**src/sv/dwp_pkg.sv**
```systemverilog
// ----------------------------------------------------------------------------
// Draw pool package
// Shared widths, operation codes and the default pool size of the draw pool.
// ----------------------------------------------------------------------------
package dwp_pkg;

   localparam int CODE_W        = 6;
   localparam int RND_W         = 16;
   localparam int OP_W          = 2;
   localparam int POOL_SIZE_DEF = 52;

   typedef enum logic [OP_W-1:0] {
      OP_RANDOM   = 2'd0,
      OP_SPECIFIC = 2'd1,
      OP_SHUFFLE  = 2'd2,
      OP_RESET    = 2'd3
   } op_type;

endpackage

```
**src/sv/dwp_req_if.sv**
```systemverilog
// ----------------------------------------------------------------------------
// Draw pool request channel
// Valid/ready channel that carries one operation word into the pool.
// ----------------------------------------------------------------------------
interface dwp_req_if;
   import dwp_pkg::*;

   logic                valid;
   logic                ready;
   op_type              operation;
   logic [RND_W-1:0]    random_value;
   logic [CODE_W-1:0]   wanted_code;

   modport source (output valid, operation, random_value, wanted_code, input ready);
   modport sink (input valid, operation, random_value, wanted_code, output ready);

endinterface

```
**src/sv/dwp_rsp_if.sv**
```systemverilog
// ----------------------------------------------------------------------------
// Draw pool response channel
// Valid/ready channel that carries one result word out of the pool.
// ----------------------------------------------------------------------------
interface dwp_rsp_if;
   import dwp_pkg::*;

   logic                valid;
   logic                ready;
   logic [CODE_W-1:0]   item_code;
   logic                found;
   logic [CODE_W-1:0]   remaining;

   modport source (output valid, item_code, found, remaining, input ready);
   modport sink (input valid, item_code, found, remaining, output ready);

endinterface

```
**src/sv/draw_without_replacement_pool.sv**
```systemverilog
// Random draw: remainder unit, then a swap of the picked slot and the last undrawn one.
// Specific draw: a one-slot-per-cycle search, then a swap with the last undrawn slot.
// Shuffle: the drawn count is cleared. Reset order: also the identity refill.
// One word is in work at a time; the next is taken while a result waits.
// After reset the slot memory is refilled before the first accept.
// ----------------------------------------------------------------------------
// Draw without replacement pool
// Fisher-Yates style draw from a pool of item codes kept in a slot memory,
// run by a small sequencer around one remainder unit.
// ----------------------------------------------------------------------------
module draw_without_replacement_pool #(
   parameter int POOL_SIZE = dwp_pkg::POOL_SIZE_DEF
) (
   input  logic       clock,
   input  logic       reset,
   dwp_req_if.sink    req_ch,
   dwp_rsp_if.source  rsp_ch
);
   import dwp_pkg::*;

   localparam int CW = $clog2(POOL_SIZE + 1);
   localparam int AW = $clog2(POOL_SIZE);

   typedef enum logic [8:0] {
      S_INIT = 9'b000000001,
      S_IDLE = 9'b000000010,
      S_DIV  = 9'b000000100,
      S_SRCH = 9'b000001000,
      S_RDA  = 9'b000010000,
      S_RDL  = 9'b000100000,
      S_WRA  = 9'b001000000,
      S_WRB  = 9'b010000000,
      S_RESP = 9'b100000000
   } state_type;

   state_type          state_ff, state_in;
   op_type             op_ff, op_in;
   logic [CODE_W-1:0]  want_ff, want_in;
   logic [CW-1:0]      drawn_ff, drawn_in;
   logic [CW-1:0]      left_ff, left_in;
   logic [CW-1:0]      idx_ff, idx_in;
   logic               cmp_v_ff, cmp_v_in;
   logic [CW-1:0]      cmp_idx_ff, cmp_idx_in;
   logic [CODE_W-1:0]  code_ff, code_in;
   logic               hit_ff, hit_in;
   logic               pend_ff, pend_in;
   logic               rsp_valid_ff, rsp_valid_in;
   logic [CODE_W-1:0]  rsp_code_ff, rsp_code_in;
   logic               rsp_found_ff, rsp_found_in;
   logic [CODE_W-1:0]  rsp_rem_ff, rsp_rem_in;

   logic [CW-1:0]      pool_n;
   logic [CW-1:0]      drawn_eff;
   logic [CW-1:0]      rand_left;
   logic [CW-1:0]      last;
   logic               issue;
   logic               match;

   logic               ram_we;
   logic [AW-1:0]      ram_waddr;
   logic [CODE_W-1:0]  ram_wdata;
   logic [AW-1:0]      ram_raddr;
   logic [CODE_W-1:0]  ram_rdata;

   logic               rem_start;
   logic               rem_done;
   logic [CW-1:0]      rem_value;

   assign pool_n    = CW'(POOL_SIZE);
   assign drawn_eff = (drawn_ff >= pool_n) ? '0 : drawn_ff;
   assign rand_left = pool_n - drawn_eff;
   assign last      = left_ff - 1'b1;
   assign issue     = idx_ff < left_ff;
   assign match     = cmp_v_ff && (ram_rdata == want_ff);

   dwp_rem #(
      .DIV_W (CW)
   ) u_rem (
      .clock     (clock),
      .reset     (reset),
      .start     (rem_start),
      .dividend  (req_ch.random_value),
      .divisor   (rand_left),
      .done      (rem_done),
      .remainder (rem_value)
   );

   dwp_ram #(
      .DEPTH (POOL_SIZE),
      .AW    (AW)
   ) u_ram (
      .clock (clock),
      .we    (ram_we),
      .waddr (ram_waddr),
      .wdata (ram_wdata),
      .raddr (ram_raddr),
      .rdata (ram_rdata)
   );

   always_comb begin
      state_in     = state_ff;
      op_in        = op_ff;
      want_in      = want_ff;
      drawn_in     = drawn_ff;
      left_in      = left_ff;
      idx_in       = idx_ff;
      cmp_v_in     = cmp_v_ff;
      cmp_idx_in   = cmp_idx_ff;
      code_in      = code_ff;
      hit_in       = hit_ff;
      pend_in      = pend_ff;
      rsp_valid_in = rsp_valid_ff;
      rsp_code_in  = rsp_code_ff;
      rsp_found_in = rsp_found_ff;
      rsp_rem_in   = rsp_rem_ff;
      ram_we       = 1'b0;
      ram_waddr    = idx_ff[AW-1:0];
      ram_wdata    = code_ff;
      ram_raddr    = idx_ff[AW-1:0];
      rem_start    = 1'b0;

      if (rsp_valid_ff && rsp_ch.ready) begin
         rsp_valid_in = 1'b0;
      end

      case (state_ff)
         S_INIT: begin
            ram_we    = 1'b1;
            ram_wdata = CODE_W'(idx_ff);
            if (idx_ff == pool_n - 1'b1) begin
               idx_in   = '0;
               pend_in  = 1'b0;
               state_in = pend_ff ? S_RESP : S_IDLE;
            end else begin
               idx_in = idx_ff + 1'b1;
            end
         end
         S_IDLE: begin
            if (req_ch.valid) begin
               op_in   = req_ch.operation;
               want_in = req_ch.wanted_code;
               hit_in  = 1'b0;
               code_in = '0;
               case (req_ch.operation)
                  OP_RANDOM: begin
                     drawn_in  = drawn_eff;
                     left_in   = rand_left;
                     rem_start = 1'b1;
                     state_in  = S_DIV;
                  end
                  OP_SPECIFIC: begin
                     left_in  = pool_n - drawn_ff;
                     idx_in   = '0;
                     cmp_v_in = 1'b0;
                     state_in = (drawn_ff == pool_n) ? S_RESP : S_SRCH;
                  end
                  OP_SHUFFLE: begin
                     drawn_in = '0;
                     state_in = S_RESP;
                  end
                  default: begin
                     drawn_in = '0;
                     idx_in   = '0;
                     pend_in  = 1'b1;
                     state_in = S_INIT;
                  end
               endcase
            end
         end
         S_DIV: begin
            if (rem_done) begin
               idx_in   = rem_value;
               state_in = S_RDA;
            end
         end
         S_SRCH: begin
            cmp_v_in   = issue;
            cmp_idx_in = idx_ff;
            if (match) begin
               idx_in   = cmp_idx_ff;
               code_in  = want_ff;
               state_in = S_RDL;
            end else if (!issue) begin
               state_in = S_RESP;
            end else begin
               idx_in = idx_ff + 1'b1;
            end
         end
         S_RDA: begin
            state_in = S_RDL;
         end
         S_RDL: begin
            ram_raddr = last[AW-1:0];
            if (op_ff == OP_RANDOM) begin
               code_in = ram_rdata;
            end
            state_in = S_WRA;
         end
         S_WRA: begin
            ram_we    = 1'b1;
            ram_wdata = ram_rdata;
            state_in  = S_WRB;
         end
         S_WRB: begin
            ram_we    = 1'b1;
            ram_waddr = last[AW-1:0];
            drawn_in  = drawn_ff + 1'b1;
            hit_in    = 1'b1;
            state_in  = S_RESP;
         end
         S_RESP: begin
            if (!rsp_valid_ff || rsp_ch.ready) begin
               rsp_valid_in = 1'b1;
               rsp_code_in  = code_ff;
               rsp_found_in = hit_ff;
               rsp_rem_in   = CODE_W'(pool_n - drawn_ff);
               state_in     = S_IDLE;
            end
         end
         default: begin
            state_in = S_IDLE;
         end
      endcase
   end

   always_ff @(posedge clock) begin
      if (reset) begin
         state_ff     <= S_INIT;
         drawn_ff     <= '0;
         idx_ff       <= '0;
         cmp_v_ff     <= 1'b0;
         pend_ff      <= 1'b0;
         rsp_valid_ff <= 1'b0;
      end else begin
         state_ff     <= state_in;
         drawn_ff     <= drawn_in;
         idx_ff       <= idx_in;
         cmp_v_ff     <= cmp_v_in;
         pend_ff      <= pend_in;
         rsp_valid_ff <= rsp_valid_in;
      end
      op_ff        <= op_in;
      want_ff      <= want_in;
      left_ff      <= left_in;
      cmp_idx_ff   <= cmp_idx_in;
      code_ff      <= code_in;
      hit_ff       <= hit_in;
      rsp_code_ff  <= rsp_code_in;
      rsp_found_ff <= rsp_found_in;
      rsp_rem_ff   <= rsp_rem_in;
   end

   assign req_ch.ready     = (state_ff == S_IDLE);
   assign rsp_ch.valid     = rsp_valid_ff;
   assign rsp_ch.item_code = rsp_code_ff;
   assign rsp_ch.found     = rsp_found_ff;
   assign rsp_ch.remaining = rsp_rem_ff;

   // The drawn count never runs past the pool size.
   assert property (@(posedge clock) disable iff (reset) drawn_ff <= pool_n)
      else $error("drawn count exceeds pool size");

   // A random draw always ends with an item drawn.
   assert property (@(posedge clock) disable iff (reset)
      (state_ff == S_RESP && op_ff == OP_RANDOM && !pend_ff) |-> hit_ff)
      else $error("random draw finished without an item");

   // The remainder unit reports only while the sequencer waits for it.
   assert property (@(posedge clock) disable iff (reset) rem_done |-> state_ff == S_DIV)
      else $error("remainder result outside of the divide step");

   // The slot memory is never written while a new word can be taken.
   assert property (@(posedge clock) disable iff (reset) (state_ff == S_IDLE) |-> !ram_we)
      else $error("slot memory written while idle");

endmodule

```
**src/sv/dwp_rem.sv**
```systemverilog
// ----------------------------------------------------------------------------
// Draw pool remainder unit
// Restoring remainder of the random value by the undrawn count, one
// dividend bit per cycle.
// ----------------------------------------------------------------------------
module dwp_rem #(
   parameter int DIV_W = 7
) (
   input  logic                      clock,
   input  logic                      reset,
   input  logic                      start,
   input  logic [dwp_pkg::RND_W-1:0] dividend,
   input  logic [DIV_W-1:0]          divisor,
   output logic                      done,
   output logic [DIV_W-1:0]          remainder
);
   import dwp_pkg::*;

   localparam int CNT_W = $clog2(RND_W + 1);

   logic               run_ff, run_in;
   logic               done_ff, done_in;
   logic [CNT_W-1:0]   cnt_ff, cnt_in;
   logic [RND_W-1:0]   dvd_ff, dvd_in;
   logic [DIV_W-1:0]   div_ff, div_in;
   logic [DIV_W-1:0]   rem_ff, rem_in;
   logic [DIV_W:0]     trial;
   logic [DIV_W:0]     diff;

   assign trial = {rem_ff, dvd_ff[RND_W-1]};
   assign diff  = trial - {1'b0, div_ff};

   always_comb begin
      run_in  = run_ff;
      done_in = 1'b0;
      cnt_in  = cnt_ff;
      dvd_in  = dvd_ff;
      div_in  = div_ff;
      rem_in  = rem_ff;
      if (start) begin
         run_in = 1'b1;
         cnt_in = CNT_W'(RND_W);
         dvd_in = dividend;
         div_in = divisor;
         rem_in = '0;
      end else if (run_ff) begin
         if (trial >= {1'b0, div_ff}) begin
            rem_in = diff[DIV_W-1:0];
         end else begin
            rem_in = trial[DIV_W-1:0];
         end
         dvd_in = {dvd_ff[RND_W-2:0], 1'b0};
         cnt_in = cnt_ff - 1'b1;
         if (cnt_ff == CNT_W'(1)) begin
            run_in  = 1'b0;
            done_in = 1'b1;
         end
      end
   end

   always_ff @(posedge clock) begin
      if (reset) begin
         run_ff  <= 1'b0;
         done_ff <= 1'b0;
      end else begin
         run_ff  <= run_in;
         done_ff <= done_in;
      end
      cnt_ff <= cnt_in;
      dvd_ff <= dvd_in;
      div_ff <= div_in;
      rem_ff <= rem_in;
   end

   assign done      = done_ff;
   assign remainder = rem_ff;

endmodule

```
**src/sv/dwp_ram.sv**
```systemverilog
// ----------------------------------------------------------------------------
// Draw pool slot memory
// Slot store with one write port and one registered read port.
// ----------------------------------------------------------------------------
module dwp_ram #(
   parameter int DEPTH = 52,
   parameter int AW    = 6
) (
   input  logic                       clock,
   input  logic                       we,
   input  logic [AW-1:0]              waddr,
   input  logic [dwp_pkg::CODE_W-1:0] wdata,
   input  logic [AW-1:0]              raddr,
   output logic [dwp_pkg::CODE_W-1:0] rdata
);
   import dwp_pkg::*;

   logic [CODE_W-1:0] slot_mem [DEPTH];
   logic [CODE_W-1:0] rd_data_ff;

   always_ff @(posedge clock) begin
      if (we) begin
         slot_mem[waddr] <= wdata;
      end
      rd_data_ff <= slot_mem[raddr];
   end

   assign rdata = rd_data_ff;

endmodule

```
**src/flat_wrapper.sv**
```systemverilog
// flat-port wrapper written by rule: the top's interface ports become plain ports
module draw_without_replacement_pool_flat import dwp_pkg::*;
#(
   parameter int POOL_SIZE = dwp_pkg::POOL_SIZE_DEF
)
  (clock, reset, req_ch_valid, req_ch_operation, req_ch_random_value, req_ch_wanted_code, req_ch_ready, rsp_ch_valid, rsp_ch_item_code, rsp_ch_found, rsp_ch_remaining, rsp_ch_ready);
  dwp_req_if req_ch_i ();
  dwp_rsp_if rsp_ch_i ();
  input  logic clock;
  input  logic reset;
  input wire logic [$bits(req_ch_i.valid)-1:0] req_ch_valid;
  input wire logic [$bits(req_ch_i.operation)-1:0] req_ch_operation;
  input wire logic [$bits(req_ch_i.random_value)-1:0] req_ch_random_value;
  input wire logic [$bits(req_ch_i.wanted_code)-1:0] req_ch_wanted_code;
  output wire logic [$bits(req_ch_i.ready)-1:0] req_ch_ready;
  output wire logic [$bits(rsp_ch_i.valid)-1:0] rsp_ch_valid;
  output wire logic [$bits(rsp_ch_i.item_code)-1:0] rsp_ch_item_code;
  output wire logic [$bits(rsp_ch_i.found)-1:0] rsp_ch_found;
  output wire logic [$bits(rsp_ch_i.remaining)-1:0] rsp_ch_remaining;
  input wire logic [$bits(rsp_ch_i.ready)-1:0] rsp_ch_ready;
  assign req_ch_i.valid = req_ch_valid;
  assign req_ch_i.operation = req_ch_operation;
  assign req_ch_i.random_value = req_ch_random_value;
  assign req_ch_i.wanted_code = req_ch_wanted_code;
  assign req_ch_ready = req_ch_i.ready;
  assign rsp_ch_valid = rsp_ch_i.valid;
  assign rsp_ch_item_code = rsp_ch_i.item_code;
  assign rsp_ch_found = rsp_ch_i.found;
  assign rsp_ch_remaining = rsp_ch_i.remaining;
  assign rsp_ch_i.ready = rsp_ch_ready;
  draw_without_replacement_pool #(.POOL_SIZE(POOL_SIZE)) u_core (.clock(clock), .reset(reset), .req_ch(req_ch_i), .rsp_ch(rsp_ch_i));
endmodule
```
**config.mk**
```make
export PLATFORM = sky130hd
export DESIGN_NAME = draw_without_replacement_pool_flat
export DESIGN_NICKNAME = d
export VERILOG_FILES = /design/src/sv/dwp_pkg.sv /design/src/sv/dwp_req_if.sv /design/src/sv/dwp_rsp_if.sv /design/src/sv/draw_without_replacement_pool.sv /design/src/sv/dwp_rem.sv /design/src/sv/dwp_ram.sv /design/src/flat_wrapper.sv
export SDC_FILE = /design/constraint.sdc
export NUM_CORES = 1
export LEC_CHECK = 0
export BUFFER_PORTS_ARGS = -buffer_cell sky130_fd_sc_hd__buf_2
export CAP_MARGIN = 20
export CORE_MARGIN = 1.5
export CORE_UTILIZATION = 50
export CTS_BUF_LIST = sky130_fd_sc_hd__clkbuf_4
export DETAILED_ROUTE_END_ITERATION = 16
export PLACE_DENSITY_LB_ADDON = 0.05
export SLEW_MARGIN = 20
export SYNTH_ARGS = -nofsm -noshare
export SYNTH_HDL_FRONTEND = slang
export SYNTH_SLANG_ARGS = --single-unit
```
**constraint.sdc**
```tcl
create_clock -name clock -period 4 [get_ports clock]
set_clock_uncertainty 0.15 [all_clocks]
set_input_delay 0.2 -clock clock [delete_from_list [all_inputs] [get_ports clock]]
set_output_delay 0.2 -clock clock [all_outputs]
set_load 0.02 [all_outputs]
```
==> impl_metrics.py <==
metrics = {
    "setup_path": {
        "critPathSlowestCell": "or4b_1",
        "criticalPathCategory": "flip-flop to flip-flop",
        "r2r_slack_ns": 0.21,
        "end_kind": "flip-flop",
        "cp_max_fo": 18,
        "critPathRequiredTime_ns": 4.49,
        "crit_top_cell": "a211oi_1",
        "max_stage_delay_ns": 0.72,
        "critPathLaunchType": "flip-flop",
        "critPathArrivalTime_ns": 4.29,
        "crit_chain": "or4b_1 > nor3_4 > buf_12 > mux2_2 > nor2_1 > o221ai_1 > a211oi_1 > a211oi_1",
    },
    "clock_network": {
        "cts-root-buf": "clkbuf_4",
        "htree_num_levels": 3,
        "post-cts-setup-buffer-count": 0,
        "clock_sinks": 417,
        "path_clk_slew_ns": 0.07,
        "cts_buffer_depth": 3,
        "cts_hold_buf": 34,
        "cts_resized": 0,
        "tritoncts": "yes",
        "clk_latency_ns": 0.81,
        "cts_buffers": 105,
    },
    "yosys": {
        "synthSimpleGateAreaFrac_pct": 12.7,
        "synthCells": 1460,
        "yosysTopAreaCellShare_pct": 61.6,
        "syn_avg_cell_area_um2": 12.5,
        "synth_cell_types": 75,
        "yosys_warnings": 0,
        "synthXorXnorAreaFrac_pct": 1.11,
        "synth_top_family_by_area": "compound AO/OA/AOI/OAI gates",
        "synth_fp_nets": 1507,
        "synth_ff_type": "edfxtp_1",
        "synth-seq-area-share_pct": 66.3,
        "ys_top_cells_by_area": "edfxtp_1 62%, dfxtp_1 4.7%, nand2_1 4.4%, a211oi_1 2.8%, mux2i_1 2.4%",
        "synth_compound_area_share_pct": 12.9,
        "synth-edff-count": 374,
        "synth_fa_ha_area_share_pct": 1.35,
        "syn_area_um2": 18200,
        "synth_seq_cells": 417,
        "synth_top_cell_by_area": "edfxtp_1",
        "yosys-mux-area-fraction_pct": 2.68,
        "async_flop_share_pct": 0,
    },
    "die": {
        "die_x_um": 194,
        "fp-row-count": 69,
        "dieArea_um2": 37600,
        "dieHeight_um": 194,
        "initial_utilization_pct": 51.0,
        "pin_count": 43,
        "design.core.area_um2": 35700,
    },
    "detailed_routing": {
        "first_pass_iters": 7,
        "remaining_drc_errors": 0,
        "drtAntennaViolNets": 0,
        "drtIter0Drc": 911,
        "vias": 12981,
        "drt_wl_total_um": 50400,
        "vias_per_cell": 6.01,
        "routedWlPerCell_um": 23.3,
    },
    "timing": {
        "hold_viol": 0,
        "worstMarginPinSlew_ns": 1.05,
        "drv_slew": 0,
        "period_needed_ns": 3.79,
        "max_slew_margin_pct": 29.4,
        "finalSetupViolCount": 0,
        "fin_crit_sh_pct": 94.8,
        "setup_slack_ns": 0.207,
        "fmax_mhz": 264,
        "finalSetupTns_ns": 0,
        "rsz0062_at_grt": "no",
    },
    "finish": {
        "final_common_cell": "edfxtp_1",
        "layout-drive-gt1-share_pct": 17.4,
        "final_cell_mix": "374 x edfxtp_1, 215 x nand2_1, 153 x clkbuf_4",
        "syn_to_final_growth_pct": 14.3,
        "fin_nets": 1664,
    },
    "place": {
        "portBuffers": 42,
        "dp_worst_setup_slack_ns": 0.310,
        "place_congestion": 0.862,
        "hpwl_um": 33200,
    },
    "power": {
        "worst_ir_drop_vdd_v": 0.000376,
        "powerDensity_nw_per_um2": 430,
        "total_leakage_power_nw": 7.45,
        "finalPower_mw": 8.96,
    },
    "job": {
        "maxCapViolCount": 0,
    },
    "global_route": {
        "antenna_found_initial": 1,
        "grt_pass1_vias": 12940,
        "overflow": 0,
        "grt_max_degree": 53,
        "grtUsageTotal_pct": 26.9,
        "grt_pass1_wl_um": 76400,
    },
    "status": {
        "outcome": "finished, final reports clean",
    },
    "min_path": {
        "hp-class": "input pin to flip-flop",
    },
}
==> final cells by class <==
type	count	area (um^2)
Sequential cell	417	12100
Timing Repair Buffer	127	983
Antenna cell	2	5.00
Fill cell	3023	14900
Tap cell	461	577
Clock buffer	153	1150
Multi-Input combinational cell	920	5690
Inverter	46	174
Clock inverter	35	154
==> per-stage QoR <==
step / cell area, um^2 / hold WS, ns / instances / util (%)
3_3_place_gp: 19200 / 0.229 / 1937 / 53.7
2_1_floorplan: 18200 / 0.149 / 1460 / -
3_5_place_dp: 19200 / 0.233 / 1937 / 53.7
5_1_grt: 20800 / 0.0594 / 2161 / 58.3
6_report: 20800 / 0.0871 / 2161 / 58.3
4_1_cts: 20800 / 0.000136 / 2159 / 58.2
==> flip-flops by register name, indices dropped and copies added (netlist names), 5 cells and up <==
register                 cells
u_core.u_ram.slot_mem      312
u_core.u_rem.dvd_ff         16
u_core.state_ff              9
u_core.cmp_idx_ff            6
u_core.code_ff               6
u_core.drawn_ff              6
u_core.idx_ff                6
u_core.left_ff               6
u_core.rsp_ch.item_code      6
u_core.rsp_ch.remaining      6
u_core.u_ram.rdata           6
u_core.u_rem.div_ff          6
u_core.u_rem.remainder       6
u_core.want_ff               6
u_core.u_rem.cnt_ff          5
==> logic make-up after synthesis <==
kind of cell,Yosys count
buf+inv,123
mux,48
simple gates,498
fa+ha+maj,19
xor+xnor,23
compound gates,332
flops,417
==> critical path, delay by kind of cell (launching register included) <==
| family | cells | cell delay, ns |
|---|---|---|
| mux | 1 | 0.39 |
| flops | 1 | 0.40 |
| compound gates | 3 | 0.87 |
| buf+inv | 1 | 0.21 |
| simple gates | 3 | 1.60 |
==> metal layers <==
layer  vias to the layer above  GRT usage, %  wire, um
li1                       5976             -         -
met4                         0          11.8      1600
met5                         -             0         0
met2                       568          45.0     24500
met3                       101          5.50      3810
met1                      6336          34.2     20500
==> worst paths after layout <==
kind	startpoint	to	depth (start not counted)
setup / recovery	u_core.state_ff[6]$_SDFFE_PP0P_	u_core.u_ram.rdata[2]$_DFF_P_	8
hold reg to reg	u_core.hit_ff$_DFFE_PP_	u_core.rsp_ch.found$_DFFE_PP_	0
setup reg to reg	u_core.state_ff[6]$_SDFFE_PP0P_	u_core.u_ram.rdata[2]$_DFF_P_	8
hold / removal	req_ch_random_value[10]	u_core.u_rem.dvd_ff[10]$_DFFE_PP_	4
==> Yosys cell counts, types with 5 or more instances <==
cell,number
nor2b_1,5
a211oi_1,67
a21oi_1,56
nor2_1,112
or2_2,6
nand2_1,215
ha_1,18
and2_1,7
edfxtp_1,374
xor2_1,9
and3_1,37
a21o_1,5
nor3b_1,5
a31oi_1,26
inv_1,43
a22oi_1,12
buf_2,24
o221ai_1,13
a22o_1,8
clkbuf_1,43
a32oi_1,8
a21boi_0,5
mux2i_1,43
a311oi_1,25
dfxtp_1,43
o32ai_1,6
o21ai_0,46
or3_1,5
nand3_1,37
nor4b_1,7
nand2b_1,14
nor3_1,16
xnor2_1,14
a221oi_1,19
nand4_1,8
==> power by group <==
part           total (mW)  switching [mW]  internal (mW)
Combinational       0.654           0.427          0.227
Sequential           4.83          0.0579           4.77
Clock                3.48            1.72           1.76
Power figures use the tool's default switching activity.
